### src/rtl/kmd_pkg.sv
`timescale 1ns / 1ps
// ----------------------------------------------------------------------------
// Key matrix debounce package
// Shared types and constants for the debounce and encoder block.
// ----------------------------------------------------------------------------
package kmd_pkg;

  localparam int          COLS        = 16;
  localparam logic [3:0]  ENC_COL     = 4'd15;
  localparam logic [2:0]  FILTER_MASK = 3'b111;
  localparam logic [7:0]  RAW_DOWN    = 8'h80;
  localparam logic [7:0]  CNT_MAX     = 8'hFF;
  localparam logic [7:0]  DOWN_RST    = 8'hFF;
  localparam logic [7:0]  UP_RST      = 8'h00;
  localparam logic [15:0] IDLE_MS_RST = 16'd400;
  localparam int          CFG_IDX_W   = 2;
  localparam int          CFG_DATA_W  = 16;

  typedef enum logic [CFG_IDX_W-1:0] {
    REG_DOWN_LEVEL = 2'd0,
    REG_UP_LEVEL   = 2'd1,
    REG_ENC_IDLE   = 2'd2
  } cfg_reg_t;

  typedef struct packed {
    logic [7:0]  down_level;
    logic [7:0]  up_level;
    logic [15:0] encoder_idle_ms;
  } cfg_t;

  typedef struct packed {
    logic [2:0]  row;
    logic [3:0]  column;
    logic        key_pressed;
    logic [15:0] time_ms;
    logic        last_in_scan;
  } in_item_t;

  typedef struct packed {
    logic [2:0]  out_row;
    logic [3:0]  out_column;
    logic        key_down;
    logic [15:0] row_state;
    logic [7:0]  active_count;
    logic        scan_done;
  } out_item_t;

  typedef struct packed {
    logic [2:0] row;
    logic [3:0] column;
    logic       in_range;
    logic [7:0] sample;
    logic       last;
  } work_t;

endpackage

### src/rtl/kmd_in_if.sv
`timescale 1ns / 1ps
// ----------------------------------------------------------------------------
// Sample request channel
// Valid/ready channel carrying one sampled matrix switch.
// ----------------------------------------------------------------------------
interface kmd_in_if import kmd_pkg::*; ();
  logic     valid;
  logic     ready;
  in_item_t data;

  modport source (output valid, output data, input ready);
  modport sink (input valid, input data, output ready);
endinterface

### src/rtl/kmd_out_if.sv
`timescale 1ns / 1ps
// ----------------------------------------------------------------------------
// Result request channel
// Valid/ready channel carrying one debounced key result.
// ----------------------------------------------------------------------------
interface kmd_out_if import kmd_pkg::*; ();
  logic      valid;
  logic      ready;
  out_item_t data;

  modport source (output valid, output data, input ready);
  modport sink (input valid, input data, output ready);
endinterface

### src/rtl/kmd_cfg_if.sv
`timescale 1ns / 1ps
// ----------------------------------------------------------------------------
// Configuration write channel
// Valid/ready channel carrying a register index and write data.
// ----------------------------------------------------------------------------
interface kmd_cfg_if import kmd_pkg::*; ();
  logic                  valid;
  logic                  ready;
  logic [CFG_IDX_W-1:0]  index;
  logic [CFG_DATA_W-1:0] data;

  modport source (output valid, output index, output data, input ready);
  modport sink (input valid, input index, input data, output ready);
endinterface

### src/rtl/key_matrix_debounce_encoder_unit.sv
`timescale 1ns / 1ps
// ----------------------------------------------------------------------------
// Key matrix debounce and encoder unit
// Per-key shift-register debounce with a rotary encoder filter on column 15.
// ----------------------------------------------------------------------------
// Usage:
//   in_ch  - one sampled switch per request (row, column, level, time, end mark).
//   out_ch - one result per request, in order: debounced bit, row word,
//            running count of active keys and the end-of-scan flag.
//   cfg_ch - register writes (down level, up level, encoder idle time); always
//            ready, write only while no request is in flight.
// Timing: one request per cycle sustained while out_ch is ready. A request
//   passes the queue, update stage and output register. The history update
//   is a registered memory read followed by a write on retire, with the last
//   write forwarded so consecutive samples of the same key stay back to back.
// Reset: registers return to their reset values and all key histories read as
//   zero at once through per-key valid bits; no clearing pass is run.
// Stall: while out_ch is not ready the result and the update stage hold, the
//   two-entry queue fills, and in_ch.ready drops when it is full.
// ----------------------------------------------------------------------------
module key_matrix_debounce_encoder_unit import kmd_pkg::*; #(
  parameter int ROWS = 8
) (
  input  logic clk,
  input  logic rst_n,
  kmd_in_if.sink    in_ch,
  kmd_out_if.source out_ch,
  kmd_cfg_if.sink   cfg_ch
);

  cfg_t  cfg_r;
  logic  push_vld;
  logic  push_rdy;
  work_t push_data;
  logic  pop_vld;
  logic  pop_rdy;
  work_t pop_data;

  assign cfg_ch.ready = 1'b1;

  always_ff @(posedge clk) begin
    if (!rst_n) begin
      cfg_r.down_level      <= DOWN_RST;
      cfg_r.up_level        <= UP_RST;
      cfg_r.encoder_idle_ms <= IDLE_MS_RST;
    end else if (cfg_ch.valid) begin
      case (cfg_reg_t'(cfg_ch.index))
        REG_DOWN_LEVEL: cfg_r.down_level      <= cfg_ch.data[7:0];
        REG_UP_LEVEL:   cfg_r.up_level        <= cfg_ch.data[7:0];
        REG_ENC_IDLE:   cfg_r.encoder_idle_ms <= cfg_ch.data[15:0];
        default: begin
        end
      endcase
    end
  end

  kmd_front #(.ROWS(ROWS)) u_front (
    .clk       (clk),
    .rst_n     (rst_n),
    .in_ch     (in_ch),
    .cfg       (cfg_r),
    .push_vld  (push_vld),
    .push_data (push_data),
    .push_rdy  (push_rdy)
  );

  kmd_fifo u_fifo (
    .clk       (clk),
    .rst_n     (rst_n),
    .push_vld  (push_vld),
    .push_data (push_data),
    .push_rdy  (push_rdy),
    .pop_vld   (pop_vld),
    .pop_data  (pop_data),
    .pop_rdy   (pop_rdy)
  );

  kmd_back #(.ROWS(ROWS)) u_back (
    .clk      (clk),
    .rst_n    (rst_n),
    .cfg      (cfg_r),
    .pop_vld  (pop_vld),
    .pop_data (pop_data),
    .pop_rdy  (pop_rdy),
    .out_ch   (out_ch)
  );

endmodule

### src/rtl/kmd_front.sv
`timescale 1ns / 1ps
// ----------------------------------------------------------------------------
// Key matrix debounce front end
// Accepts samples, checks the row range, runs the rotary encoder filter and
// forms the sample byte that enters the key history.
// ----------------------------------------------------------------------------
module kmd_front import kmd_pkg::*; #(
  parameter int ROWS = 8
) (
  input  logic  clk,
  input  logic  rst_n,
  kmd_in_if.sink in_ch,
  input  cfg_t  cfg,
  output logic  push_vld,
  output work_t push_data,
  input  logic  push_rdy
);

  logic        accept;
  logic        in_range;
  logic        is_enc;
  logic        dir;
  logic [2:0]  target;
  logic [15:0] elapsed;
  logic [7:0]  sample;

  logic [1:0]  phase_r, phase_nxt;
  logic [2:0]  filter_r, filter_nxt;
  logic [15:0] stamp_r, stamp_nxt;

  assign in_ch.ready = push_rdy;
  assign accept      = in_ch.valid && push_rdy;
  assign in_range    = 32'(in_ch.data.row) < 32'(ROWS);
  assign is_enc      = in_range && (in_ch.data.row[2:1] == 2'b00) &&
                       (in_ch.data.column == ENC_COL);
  assign dir         = in_ch.data.row[0];
  assign target      = dir ? FILTER_MASK : 3'b000;
  assign elapsed     = in_ch.data.time_ms - stamp_r;

  always_comb begin
    logic [2:0] filt;
    filt       = filter_r;
    phase_nxt  = phase_r;
    stamp_nxt  = stamp_r;
    sample     = in_ch.data.key_pressed ? RAW_DOWN : 8'h00;
    if (is_enc) begin
      sample = 8'h00;
      if (elapsed > cfg.encoder_idle_ms) begin
        filt = target;
      end
      if (in_ch.data.key_pressed != phase_r[dir]) begin
        phase_nxt[dir] = in_ch.data.key_pressed;
        if (!in_ch.data.key_pressed && !phase_r[!dir]) begin
          filt = {filt[1:0], dir};
          if (filt == target) begin
            stamp_nxt = in_ch.data.time_ms;
            sample    = cfg.down_level;
          end
        end
      end
    end
    filter_nxt = filt;
  end

  always_ff @(posedge clk) begin
    if (!rst_n) begin
      phase_r  <= 2'b00;
      filter_r <= 3'b000;
      stamp_r  <= 16'h0000;
    end else if (accept && is_enc) begin
      phase_r  <= phase_nxt;
      filter_r <= filter_nxt;
      stamp_r  <= stamp_nxt;
    end
  end

  assign push_vld            = in_ch.valid;
  assign push_data.row       = in_ch.data.row;
  assign push_data.column    = in_ch.data.column;
  assign push_data.in_range  = in_range;
  assign push_data.sample    = sample;
  assign push_data.last      = in_ch.data.last_in_scan;

endmodule

### src/rtl/kmd_fifo.sv
`timescale 1ns / 1ps
// ----------------------------------------------------------------------------
// Key matrix debounce work queue
// Two-entry queue between the front end and the history update.
// ----------------------------------------------------------------------------
module kmd_fifo import kmd_pkg::*; (
  input  logic  clk,
  input  logic  rst_n,
  input  logic  push_vld,
  input  work_t push_data,
  output logic  push_rdy,
  output logic  pop_vld,
  output work_t pop_data,
  input  logic  pop_rdy
);

  work_t      mem_r [2];
  logic       wr_ptr_r;
  logic       rd_ptr_r;
  logic [1:0] cnt_r;
  logic       do_push;
  logic       do_pop;

  assign push_rdy = cnt_r != 2'd2;
  assign pop_vld  = cnt_r != 2'd0;
  assign pop_data = mem_r[rd_ptr_r];
  assign do_push  = push_vld && push_rdy;
  assign do_pop   = pop_vld && pop_rdy;

  always_ff @(posedge clk) begin
    if (do_push) begin
      mem_r[wr_ptr_r] <= push_data;
    end
  end

  always_ff @(posedge clk) begin
    if (!rst_n) begin
      wr_ptr_r <= 1'b0;
      rd_ptr_r <= 1'b0;
      cnt_r    <= 2'd0;
    end else begin
      if (do_push) begin
        wr_ptr_r <= !wr_ptr_r;
      end
      if (do_pop) begin
        rd_ptr_r <= !rd_ptr_r;
      end
      cnt_r <= cnt_r + {1'b0, do_push} - {1'b0, do_pop};
    end
  end

endmodule

### src/rtl/kmd_back.sv
`timescale 1ns / 1ps
// ----------------------------------------------------------------------------
// Key matrix debounce back end
// Read-modify-write of the key history with forwarding, row state update,
// scan counting and the result register.
// ----------------------------------------------------------------------------
module kmd_back import kmd_pkg::*; #(
  parameter int ROWS = 8
) (
  input  logic   clk,
  input  logic   rst_n,
  input  cfg_t   cfg,
  input  logic   pop_vld,
  input  work_t  pop_data,
  output logic   pop_rdy,
  kmd_out_if.source out_ch
);

  localparam int DEPTH = ROWS * COLS;
  localparam int IDX_W = $clog2(DEPTH);
  localparam int ROW_W = $clog2(ROWS);

  logic [7:0]       hist_mem [DEPTH];
  logic [DEPTH-1:0] hist_vld_r;
  logic [15:0]      row_bits_r [ROWS];

  logic             a_vld_r;
  work_t            a_r;
  logic [7:0]       mem_q_r;
  logic             fwd_vld_r;
  logic [IDX_W-1:0] fwd_idx_r;
  logic [7:0]       fwd_h_r;
  logic [7:0]       scan_cnt_r;
  logic             out_vld_r;
  out_item_t        out_r;

  logic [IDX_W-1:0] q_idx;
  logic [IDX_W-1:0] a_idx;
  logic [ROW_W-1:0] a_row;
  logic             out_adv;
  logic             a_load;
  logic [7:0]       h_old;
  logic [7:0]       h_new;
  logic [15:0]      mask;
  logic [15:0]      rb_new;
  logic [7:0]       cnt_new;
  out_item_t        res;

  assign q_idx   = IDX_W'({pop_data.row, pop_data.column});
  assign a_idx   = IDX_W'({a_r.row, a_r.column});
  assign a_row   = ROW_W'(a_r.row);
  assign out_adv = a_vld_r && (!out_vld_r || out_ch.ready);
  assign a_load  = pop_vld && (!a_vld_r || out_adv);
  assign pop_rdy = !a_vld_r || out_adv;

  always_comb begin
    if (fwd_vld_r && fwd_idx_r == a_idx) begin
      h_old = fwd_h_r;
    end else if (hist_vld_r[a_idx]) begin
      h_old = mem_q_r;
    end else begin
      h_old = 8'h00;
    end
    h_new = {1'b0, h_old[7:1]} | a_r.sample;
    mask  = 16'h0001 << a_r.column;
    if (h_new >= cfg.down_level) begin
      rb_new = row_bits_r[a_row] | mask;
    end else if (h_new <= cfg.up_level) begin
      rb_new = row_bits_r[a_row] & ~mask;
    end else begin
      rb_new = row_bits_r[a_row];
    end
    cnt_new = scan_cnt_r;
    if (a_r.in_range && h_new != 8'h00 && scan_cnt_r != CNT_MAX) begin
      cnt_new = scan_cnt_r + 8'd1;
    end
    res.out_row      = a_r.row;
    res.out_column   = a_r.column;
    res.key_down     = a_r.in_range ? rb_new[a_r.column] : 1'b0;
    res.row_state    = a_r.in_range ? rb_new : 16'h0000;
    res.active_count = cnt_new;
    res.scan_done    = a_r.last;
  end

  // History storage: write on retire, registered read on load.
  always_ff @(posedge clk) begin
    if (out_adv && a_r.in_range) begin
      hist_mem[a_idx] <= h_new;
    end
    if (a_load) begin
      mem_q_r <= hist_mem[q_idx];
    end
  end

  always_ff @(posedge clk) begin
    if (a_load) begin
      a_r <= pop_data;
    end
    if (out_adv) begin
      out_r <= res;
    end
    if (out_adv && a_r.in_range) begin
      fwd_idx_r <= a_idx;
      fwd_h_r   <= h_new;
    end
  end

  always_ff @(posedge clk) begin
    if (!rst_n) begin
      a_vld_r    <= 1'b0;
      out_vld_r  <= 1'b0;
      fwd_vld_r  <= 1'b0;
      hist_vld_r <= '0;
      scan_cnt_r <= 8'h00;
      for (int i = 0; i < ROWS; i++) begin
        row_bits_r[i] <= 16'h0000;
      end
    end else begin
      if (a_load) begin
        a_vld_r <= 1'b1;
      end else if (out_adv) begin
        a_vld_r <= 1'b0;
      end
      if (out_adv) begin
        out_vld_r  <= 1'b1;
        scan_cnt_r <= a_r.last ? 8'h00 : cnt_new;
      end else if (out_ch.ready) begin
        out_vld_r <= 1'b0;
      end
      if (out_adv && a_r.in_range) begin
        fwd_vld_r         <= 1'b1;
        hist_vld_r[a_idx] <= 1'b1;
        row_bits_r[a_row] <= rb_new;
      end
    end
  end

  assign out_ch.valid = out_vld_r;
  assign out_ch.data  = out_r;

  a_kd_in_row: assert property (@(posedge clk) disable iff (!rst_n)
    out_vld_r |-> out_r.key_down == out_r.row_state[out_r.out_column])
    else $error("key_down disagrees with row_state");

  a_cnt_clear: assert property (@(posedge clk) disable iff (!rst_n)
    out_adv && a_r.last |=> scan_cnt_r == 8'h00)
    else $error("scan counter not cleared after end of scan");

  a_oor_zero: assert property (@(posedge clk) disable iff (!rst_n)
    out_adv && !a_r.in_range |=> out_r.key_down == 1'b0 && out_r.row_state == 16'h0000)
    else $error("out-of-range row produced key state");

  a_hist_mark: assert property (@(posedge clk) disable iff (!rst_n)
    out_adv && a_r.in_range |=> hist_vld_r[$past(a_idx)] && fwd_idx_r == $past(a_idx))
    else $error("history write not recorded");

endmodule

### src/flat_wrapper.sv
// flat-port wrapper written by rule: the top's interface ports become plain ports
module key_matrix_debounce_encoder_unit_flat import kmd_pkg::*;
#(
  parameter int ROWS = 8
)
  (clk, rst_n, in_ch_valid, in_ch_data, in_ch_ready, out_ch_valid, out_ch_data, out_ch_ready, cfg_ch_valid, cfg_ch_index, cfg_ch_data, cfg_ch_ready);
  kmd_in_if in_ch_i ();
  kmd_out_if out_ch_i ();
  kmd_cfg_if cfg_ch_i ();
  input  logic clk;
  input  logic rst_n;
  input wire logic [$bits(in_ch_i.valid)-1:0] in_ch_valid;
  input wire logic [$bits(in_ch_i.data)-1:0] in_ch_data;
  output wire logic [$bits(in_ch_i.ready)-1:0] in_ch_ready;
  output wire logic [$bits(out_ch_i.valid)-1:0] out_ch_valid;
  output wire logic [$bits(out_ch_i.data)-1:0] out_ch_data;
  input wire logic [$bits(out_ch_i.ready)-1:0] out_ch_ready;
  input wire logic [$bits(cfg_ch_i.valid)-1:0] cfg_ch_valid;
  input wire logic [$bits(cfg_ch_i.index)-1:0] cfg_ch_index;
  input wire logic [$bits(cfg_ch_i.data)-1:0] cfg_ch_data;
  output wire logic [$bits(cfg_ch_i.ready)-1:0] cfg_ch_ready;
  assign in_ch_i.valid = in_ch_valid;
  assign in_ch_i.data = in_ch_data;
  assign in_ch_ready = in_ch_i.ready;
  assign out_ch_valid = out_ch_i.valid;
  assign out_ch_data = out_ch_i.data;
  assign out_ch_i.ready = out_ch_ready;
  assign cfg_ch_i.valid = cfg_ch_valid;
  assign cfg_ch_i.index = cfg_ch_index;
  assign cfg_ch_i.data = cfg_ch_data;
  assign cfg_ch_ready = cfg_ch_i.ready;
  key_matrix_debounce_encoder_unit #(.ROWS(ROWS)) u_core (.clk(clk), .rst_n(rst_n), .in_ch(in_ch_i), .out_ch(out_ch_i), .cfg_ch(cfg_ch_i));
endmodule
### config.mk
export PLATFORM = sky130hd
export DESIGN_NAME = key_matrix_debounce_encoder_unit_flat
export DESIGN_NICKNAME = d
export VERILOG_FILES = /design/src/rtl/kmd_pkg.sv /design/src/rtl/kmd_in_if.sv /design/src/rtl/kmd_out_if.sv /design/src/rtl/kmd_cfg_if.sv /design/src/rtl/key_matrix_debounce_encoder_unit.sv /design/src/rtl/kmd_front.sv /design/src/rtl/kmd_fifo.sv /design/src/rtl/kmd_back.sv /design/src/flat_wrapper.sv
export SDC_FILE = /design/constraint.sdc
export NUM_CORES = 2
export LEC_CHECK = 0
export ABC_CLOCK_PERIOD_IN_PS = 6900
export BUFFER_PORTS_ARGS = -buffer_cell sky130_fd_sc_hd__buf_2
export CAP_MARGIN = 20
export CELL_PAD_IN_SITES_DETAIL_PLACEMENT = 0
export CELL_PAD_IN_SITES_GLOBAL_PLACEMENT = 1
export CORE_MARGIN = 8
export CORE_UTILIZATION = 45
export CTS_BUF_LIST = sky130_fd_sc_hd__clkbuf_4
export CTS_CLUSTER_SIZE = 28
export DETAILED_ROUTE_END_ITERATION = 8
export GPL_TIMING_DRIVEN = 1
export PLACE_DENSITY_LB_ADDON = 0.1
export SETUP_SLACK_MARGIN = 0.1
export SLEW_MARGIN = 40
export SYNTH_ARGS = -nofsm -noshare
export SYNTH_HDL_FRONTEND = slang
export SYNTH_SLANG_ARGS = --single-unit
### constraint.sdc
create_clock -name clk -period 6.9 [get_ports clk]
set_input_delay 1.035 -clock clk [delete_from_list [all_inputs] [get_ports clk]]
set_output_delay 1.035 -clock clk [all_outputs]
set_load 0.005 [all_outputs]
* Word level (Yosys, flattened, before mapping)
Memories as Yosys holds them, arrays and structs flattened. A register that Yosys moved wholly into a read port is not among the register bits.
Cells that the tools add are included.
** Cells by class
- Add/sub/neg operators :: 4
- $lt $le $gt $ge :: 9
- Equality and inequality tests :: 8
- Shift operators :: 1
- Mux-type cells :: 46
- Bitwise logic cells :: 5
- Reductions and logical operators :: 34
** Operators by type and width (count)
- 128-bit OR :: 1
- 8-bit 2-to-1 mux :: 9
- 16-bit 2-to-1 mux :: 3
- 1-bit 2-to-1 mux :: 22
- 3-bit 2-to-1 mux :: 7
- 16-bit AND :: 1
- 16-bit greater-than comparator :: 1
- 16-bit NOT :: 1
- 16-bit OR :: 1
- 16-bit OR reduction :: 1
- 1-bit by 4-bit << shifter with 16-bit output, first input constant :: 1
- 16-bit subtractor :: 1
- 1-bit logical AND :: 12
- 8-bit by 1-bit adder with 8-bit output, second input constant :: 1
- 8-bit greater-or-equal comparator :: 1
- 8-bit <= comparator :: 1
- 7-bit by 8-bit less-than comparator with 1-bit output, second input constant :: 1
- 8-bit inequality test, second input constant :: 1
- 7-bit by 8-bit OR with 8-bit output :: 1
- 2-bit AND reduction :: 4
- 8-bit nonzero test :: 1
- 1-bit binary-select mux with 7-bit select :: 1
- 1-bit demux with 7-bit select :: 1
- 7-bit equality test :: 1
- other kinds (21) :: 32
** Storage, ports and cells
- Register bits :: 261
- RAM bits :: 1184
- Output and inout bits :: 36
- Word-level logic and storage cells :: 137
- Memories :: 3
** Memory list
- u_core.u_back.hist_mem :: words 128, width 8, read ports 1, clocked after Yosys merged registers in 1, wr ports 1, RTL line kmd_back.sv:23 : logic [7:0] hist_mem [DEPTH];
- u_core.u_back.row_bits_r :: words 8, width 16, read ports 1, clocked after Yosys merged registers in 1, wr ports 8, RTL line kmd_back.sv:25 : logic [15:0] row_bits_r [ROWS];
- u_core.u_fifo.mem_r :: words 2, width 16, read ports 1, clocked after Yosys merged registers in 1, wr ports 1, RTL line kmd_fifo.sv:17 : work_t mem_r [2];

* Longest topological paths before layout
- Word-level depth :: 10
- Mapped depth :: 22
- Gate-level depth less buffers :: 20

* Modules after synthesis
A second synthesis with hierarchy kept.
** Unflattened totals
- Cells, all modules :: 3135
- Area, all modules :: 53866.7 sq um
** Modules (own cells, without submodules)
- kmd_back :: times used 1, cells each 2632, area an instance 48806.8 sq um
- kmd_front :: times used 1, cells each 283, area an instance 2233.4 sq um
- kmd_fifo :: times used 1, cells each 83, area an instance 1488.9 sq um
- key_matrix_debounce_encoder_unit :: times used 1, cells each 137, area an instance 1337.5 sq um

* Least setup slack after synthesis
OpenSTA, ideal clock, no wires.
- Kind :: reg-to-reg
- Start :: reg u_core.u_back.a_r (netlist bit u_core.u_back.a_idx[0])
- End :: reg u_core.u_back.out_r (netlist bit u_core.u_back.out_ch.data[25]), data pin
- Library setup time :: 0.271 ns
- Arrival :: 5.849 ns
- Data required time :: 6.629 ns
- Setup slack :: 0.780 ns
- Cell stages (with the launch flop) :: 19
- Path buffers :: 2
- Period minus slack after synthesis :: 6.120 ns
- Cell sequence :: edfxtp_1 > buf_6 > buf_4 > mux4_2 > nand3_1 > a31oi_1 > o21ai_1 > and3_1 > nor2_1 > a221o_1 > ha_1 > a21oi_1 > o21ai_0 > o211ai_1 > a31oi_1 > a31oi_1 > inv_1 > a221oi_1 > o211ai_1
** Between the ends
- Word-level cells in the longest chain between the ends :: 10
- Elaborated cells between the ends (all ways) :: 17
** Ends and longest elaborated chain
- from (decl) :: RTL line kmd_back.sv:28 : work_t a_r;
- from (signal assigned) :: RTL line kmd_back.sv:97 : a_r <= pop_data;
- 1-bit binary-select mux with 7-bit select :: RTL line kmd_back.sv:59 : end else if (hist_vld_r[a_idx]) begin
- 1-bit 2-to-1 mux (implied by the code) :: RTL line kmd_back.sv:59
- 8-bit 2-to-1 mux :: RTL line kmd_back.sv:59
- 8-bit 2-to-1 mux (*) :: RTL line kmd_back.sv:57 : if (fwd_vld_r && fwd_idx_r == a_idx) begin
- 7-bit by 8-bit OR with 8-bit output (*) :: RTL line kmd_back.sv:64 : h_new = {1'b0, h_old[7:1]} | a_r.sample;
- net u_core.u_back.h_new[5] :: RTL line kmd_back.sv:43 : logic [7:0] h_new;
- 8-bit <= comparator :: RTL line kmd_back.sv:68 : end else if (h_new <= cfg.up_level) begin
- 16-bit 2-to-1 mux :: RTL line kmd_back.sv:68
- 16-bit 2-to-1 mux (*) :: RTL line kmd_back.sv:66 : if (h_new >= cfg.down_level) begin
- net u_core.u_back.rb_new[14] :: RTL line kmd_back.sv:45 : logic [15:0] rb_new;
- 1-bit binary-select mux with 4-bit select (*) :: RTL line kmd_back.sv:79 : res.key_down = a_r.in_range ? rb_new[a_r.column] : 1'b0;
- 1-bit 2-to-1 mux (implied by the code) (*) :: RTL line kmd_back.sv:79
- to (signal assigned) :: RTL line kmd_back.sv:100 : out_r <= res;
- to (decl) :: RTL line kmd_back.sv:35 : out_item_t out_r;
The timed path passes the listed nets; every way through them passes the cells marked *. The select of a mux whose other input is x is not followed.
A chain may end at the register's enable or synchronous reset.

* Worst setup path in the final report
- Start :: reg u_core.u_back.a_r (netlist bit u_core.u_back.a_idx[1])
- End :: reg u_core.u_back.out_r (netlist bit u_core.u_back.out_ch.data[25]), data pin
** Between the ends
- Word-level cells in the longest chain between the ends :: 10
- Elaborated cells between the ends (all ways) :: 17
** Ends and longest elaborated chain (RTL line)
- 1-bit binary-select mux with 7-bit select :: kmd_back.sv:59
- 1-bit 2-to-1 mux (implied by the code) :: kmd_back.sv:59
- 8-bit 2-to-1 mux :: kmd_back.sv:59
- 8-bit 2-to-1 mux :: kmd_back.sv:57
- 7-bit by 8-bit OR with 8-bit output :: kmd_back.sv:64
- 8-bit <= comparator :: kmd_back.sv:68
- 16-bit 2-to-1 mux :: kmd_back.sv:68
- 16-bit 2-to-1 mux :: kmd_back.sv:66
- 1-bit binary-select mux with 4-bit select (*) :: kmd_back.sv:79
- 1-bit 2-to-1 mux (implied by the code) (*) :: kmd_back.sv:79
Mark *: on every way between the ends. The rest lies on a longest branch, timed or not. The select of a mux whose other input is x is not followed.

==> results.md <==
- P_int: 15.0 mW
- Crit-path slowest cell: edfxtp_1
- Post-synth EDFFs: 1119
- Worst-Skew Late Latency: 1260 ps
- R2R depth: 17
- Comb power frac: 26.7%
- Slowest stage delay, CP: 890 ps
- Peak VDD IR: 0.261 mV
- Crit path buffers/inverters: 1
- Max FO, Critical Path: 18
- Startpoint Class: register
- Fraction of layout cells with a size suffix above 1: 19.5%
- Layout Skew: 85.9 ps
- Synth warnings: 0
- Setup_tns: 0 ps
- HP Start: cfg_ch_data[2]
- Max clock buf depth: 4
- Reg2reg start: u_core.u_back.a_idx[1]$_DFFE_PP_
- Worst-path clk slew: 60 ps
- Chip Width: 364 um
- Core area: 120000 um^2
- Routability cong.: 0.831
- ANT nets after route: 0
- DR pass1 iterations: 7
- Routed vias: 36300
- Cell family with most CP delay: compound AO/OA/AOI/OAI gates
- Worst Setup End Kind: register
- Avg WL per Cell: 23.3 um
- Port bufs: 82
- Mapped Cells: 4397
- Initial Util: 45.4%
- Count leader, synth: edfxtp_1
- Seq pwr share: 43.6%
- Register area share after synthesis: 68.9%
- Floorplan row count: 127
- Fmax: 158 MHz
- Grt ovf: 0
- PD cells: 367 nW/um^2
- Routed WL: 153000 um
- Post-CTS Setup Bufs: 0
- 1st-iter DRT viols: 2878
- Area leader, netlist: edfxtp_1
- RSZ-0062 raised after global routing: false
- Clock root cell: clkbuf_4
- Total clock sinks: 1318
- Maxcap violations: 0
- Tot Pwr: 22.8 mW
- Worst Hold Endpoint: u_core.cfg_r[2]$_SDFFE_PN0P_
- Syn_nets: 4496
- Worst min-delay path class: in -> reg
- Asr flop ratio synth: 0%
- Max Slew Vio Count: 0
- Overall routing resource usage: 22.8%
- Post-DP HPWL: 89500 um
- Switching share of power: 34.0%
- Vias in the first global route: 36000
- Via/cell ratio: 5.54
- Final worst-path cycle share: 91.5%
- Reg2Reg Capture Point: u_core.u_back.out_ch.data[25]$_DFFE_PP_
- Syn Area/Cell: 12.4 um^2
- Status: complete, no violations
- Synthesized flop and latch total: 1318
- Die H: 364 um
- Endpoints failing setup: 0
- Critical Path RT: 7840 ps
- Antenna violations before repair: 3
- DR DRC count: 0
- Htree depth: 5
- Leakage dissipation: 22.0 nW
- Hold Fails Final Rpt: 0
- Syn-to-layout area delta: 13.6%
- R2R Setup Slk: 590 ps
- First-pass GRT wire length: 229000 um
- Synth cell count leaders: 1119 x edfxtp_1, 936 x nand2_1, 569 x nor2_1
- Minimum clock period: 6310 ps
- Sw Pwr: 7.74 mW
- Largest cells by area after synthesis: edfxtp_1 62%, dfxtp_1 7.3%, nand2_1 6.4%
- Synth top area share: 61.6%
- Distinct cells, synth: 78
- Hold depth: 3
- Cell Area, Synth: 54600 um^2
- CTS tree: built
- Worst Tran Pin Value: 924 ps
- Total Nets Final: 4796
- Die area: 133000 um^2
- Num ports: 84
- Synth Flop Type: edfxtp_1
- Worst relative slew slack: 37.6%
- Kind of critical path: reg -> reg
- Clock share of power: 29.7%
- Cell chain of the critical path: buf_4, mux4_2, a22oi_1, nand4_1, a22oi_2, and3_1, nor2_1, a221oi_1, ha_1, nand2b_1, a211oi_1, o21ai_0, o21ai_0, o22a_1, a221oi_1, a211oi_1, o211ai_1
- Arr. time, crit path: 7250 ps
- Total CTS buffers: 360
- Largest net degree at the start of global routing: 156
[cells in the final DEF (no fill, tap or decap), types with 9 or more instances in the layout]
cell / n
a21oi_1: 47
a22oi_1: 15
a311oi_1: 154
and2_1: 12
and3_1: 82
buf_2: 82
buf_4: 74
clkbuf_4: 540
clkinv_1: 60
dfxtp_1: 197
dlygate4sd3_1: 41
edfxtp_1: 1119
ha_1: 50
inv_1: 76
mux2_2: 12
mux2i_1: 97
mux4_2: 78
nand2_1: 926
nand2_2: 10
nand3_1: 363
nand3b_1: 9
nand4_1: 18
nor2_1: 468
nor2_2: 101
nor2b_1: 14
nor3_1: 34
o211ai_1: 28
o21ai_0: 16
o311ai_1: 12
o31ai_1: 17
or3_1: 10
xnor2_1: 22
[sequential cells by signal, indices dropped and copies added (netlist names), 3 cells and up, named ones only]
name and cells:
u_core.u_fifo.mem_r 32, u_core.u_back.mem_q_r 7, u_core.u_front.stamp_r 16, u_core.u_back.fwd_h_r 7
u_core.u_back.a_row 3, u_core.u_back.hist_vld_r 128, u_core.u_back.fwd_idx_r 7, u_core.cfg_r 32
u_core.u_back.out_ch.data 26, u_core.u_back.a_idx 4, u_core.u_back.a_r 9, u_core.u_back.row_bits_r 128
u_core.u_back.hist_mem 896, u_core.u_back.scan_cnt_r 8
[worst reg2reg max path, delay by kind of cell (launching register included)]
family / cells / cell delay [ps]
compound gates: 10 / 3150
fa+ha+maj: 1 / 300
flops: 1 / 890
mux: 1 / 340
simple gates: 4 / 950
buf+inv: 1 / 380
[per-stage QoR]
step	util (%)	worst slack [ps]	instances	cell area, um^2	hold slack, ps
after floorplan	-	780	4397	54600	424
after global placement	47.2	657	5902	56800	442
after detailed placement	47.5	492	5904	57100	446
after CTS	51.5	438	6554	61800	8.94
after global routing	51.6	174	6558	62000	81.2
final	51.6	586	6560	62000	170
[how the worst max path moves through the flow]
stage	to	cells after the start	start	slack [ps]
global route	u_core.u_back.out_ch.data[25]$_DFFE_PP_	17	u_core.u_back.a_idx[1]$_DFFE_PP_	170
CTS	u_core.u_back.row_bits_r[3][11]$_SDFFCE_PN0P_	16	u_core.u_back.a_idx[1]$_DFFE_PP_	440
global placement	u_core.u_back.row_bits_r[6][11]$_SDFFCE_PN0P_	16	u_core.u_back.a_idx[1]$_DFFE_PP_	660
floorplan	u_core.u_back.out_ch.data[25]$_DFFE_PP_	18	u_core.u_back.a_idx[0]$_DFFE_PP_	780
finish	u_core.u_back.out_ch.data[25]$_DFFE_PP_	17	u_core.u_back.a_idx[1]$_DFFE_PP_	590
detailed placement	u_core.u_back.out_ch.data[20]$_DFFE_PP_	16	u_core.u_back.a_idx[1]$_DFFE_PP_	490
[layer usage]
metal | wire, um | track usage, %
met1 | 68400 | 31.5
met2 | 72900 | 36.7
met3 | 9060 | 4.63
met4 | 2770 | 6.21
met5 | 0 | 0
[area by class of cell]
cell class	count	area, um^2
diodes	4	10.0
clock buffers	540	4050
clock inverters	69	323
fillers	10700	58200
inverters	83	329
multi-input cells	2719	16000
flip-flops and latches	1318	37600
well taps	1612	2020
repair buffers	215	1680
[power by group through the flow]
stage / combinational (mW) / clock, mW / sequential, mW
final: 6.08 / 6.77 / 9.93
after global routing: 6.56 / 7.37 / 9.95
after CTS: 6.08 / 6.94 / 9.92
after detailed placement: 6.06 / 0 / 10.1
after global placement: 5.95 / 0 / 10.1
after floorplan: 3.65 / 0 / 10.1
[cells by family after synthesis]
| kind of cell | count (synthesis) | synth area share, % |
|---|---|---|
| multiplexers | 195 | 5.40 |
| buffers and inverters | 360 | 2.70 |
| AO/OA/AOI/OAI | 361 | 5.21 |
| other | 1 | 0.00687 |
| flip-flops | 1318 | 68.9 |
| adder cells (fa/ha/maj) | 51 | 1.18 |
| AND/OR/NAND/NOR | 2083 | 16.2 |
| XOR/XNOR | 28 | 0.449 |
[what timing repair did]
action                    in CTS  in global routing
hold buffers                  41                  0
resized for setup              0                  0
hold endpoints to repair      57                  0
(Power assumes the default switching activity.)
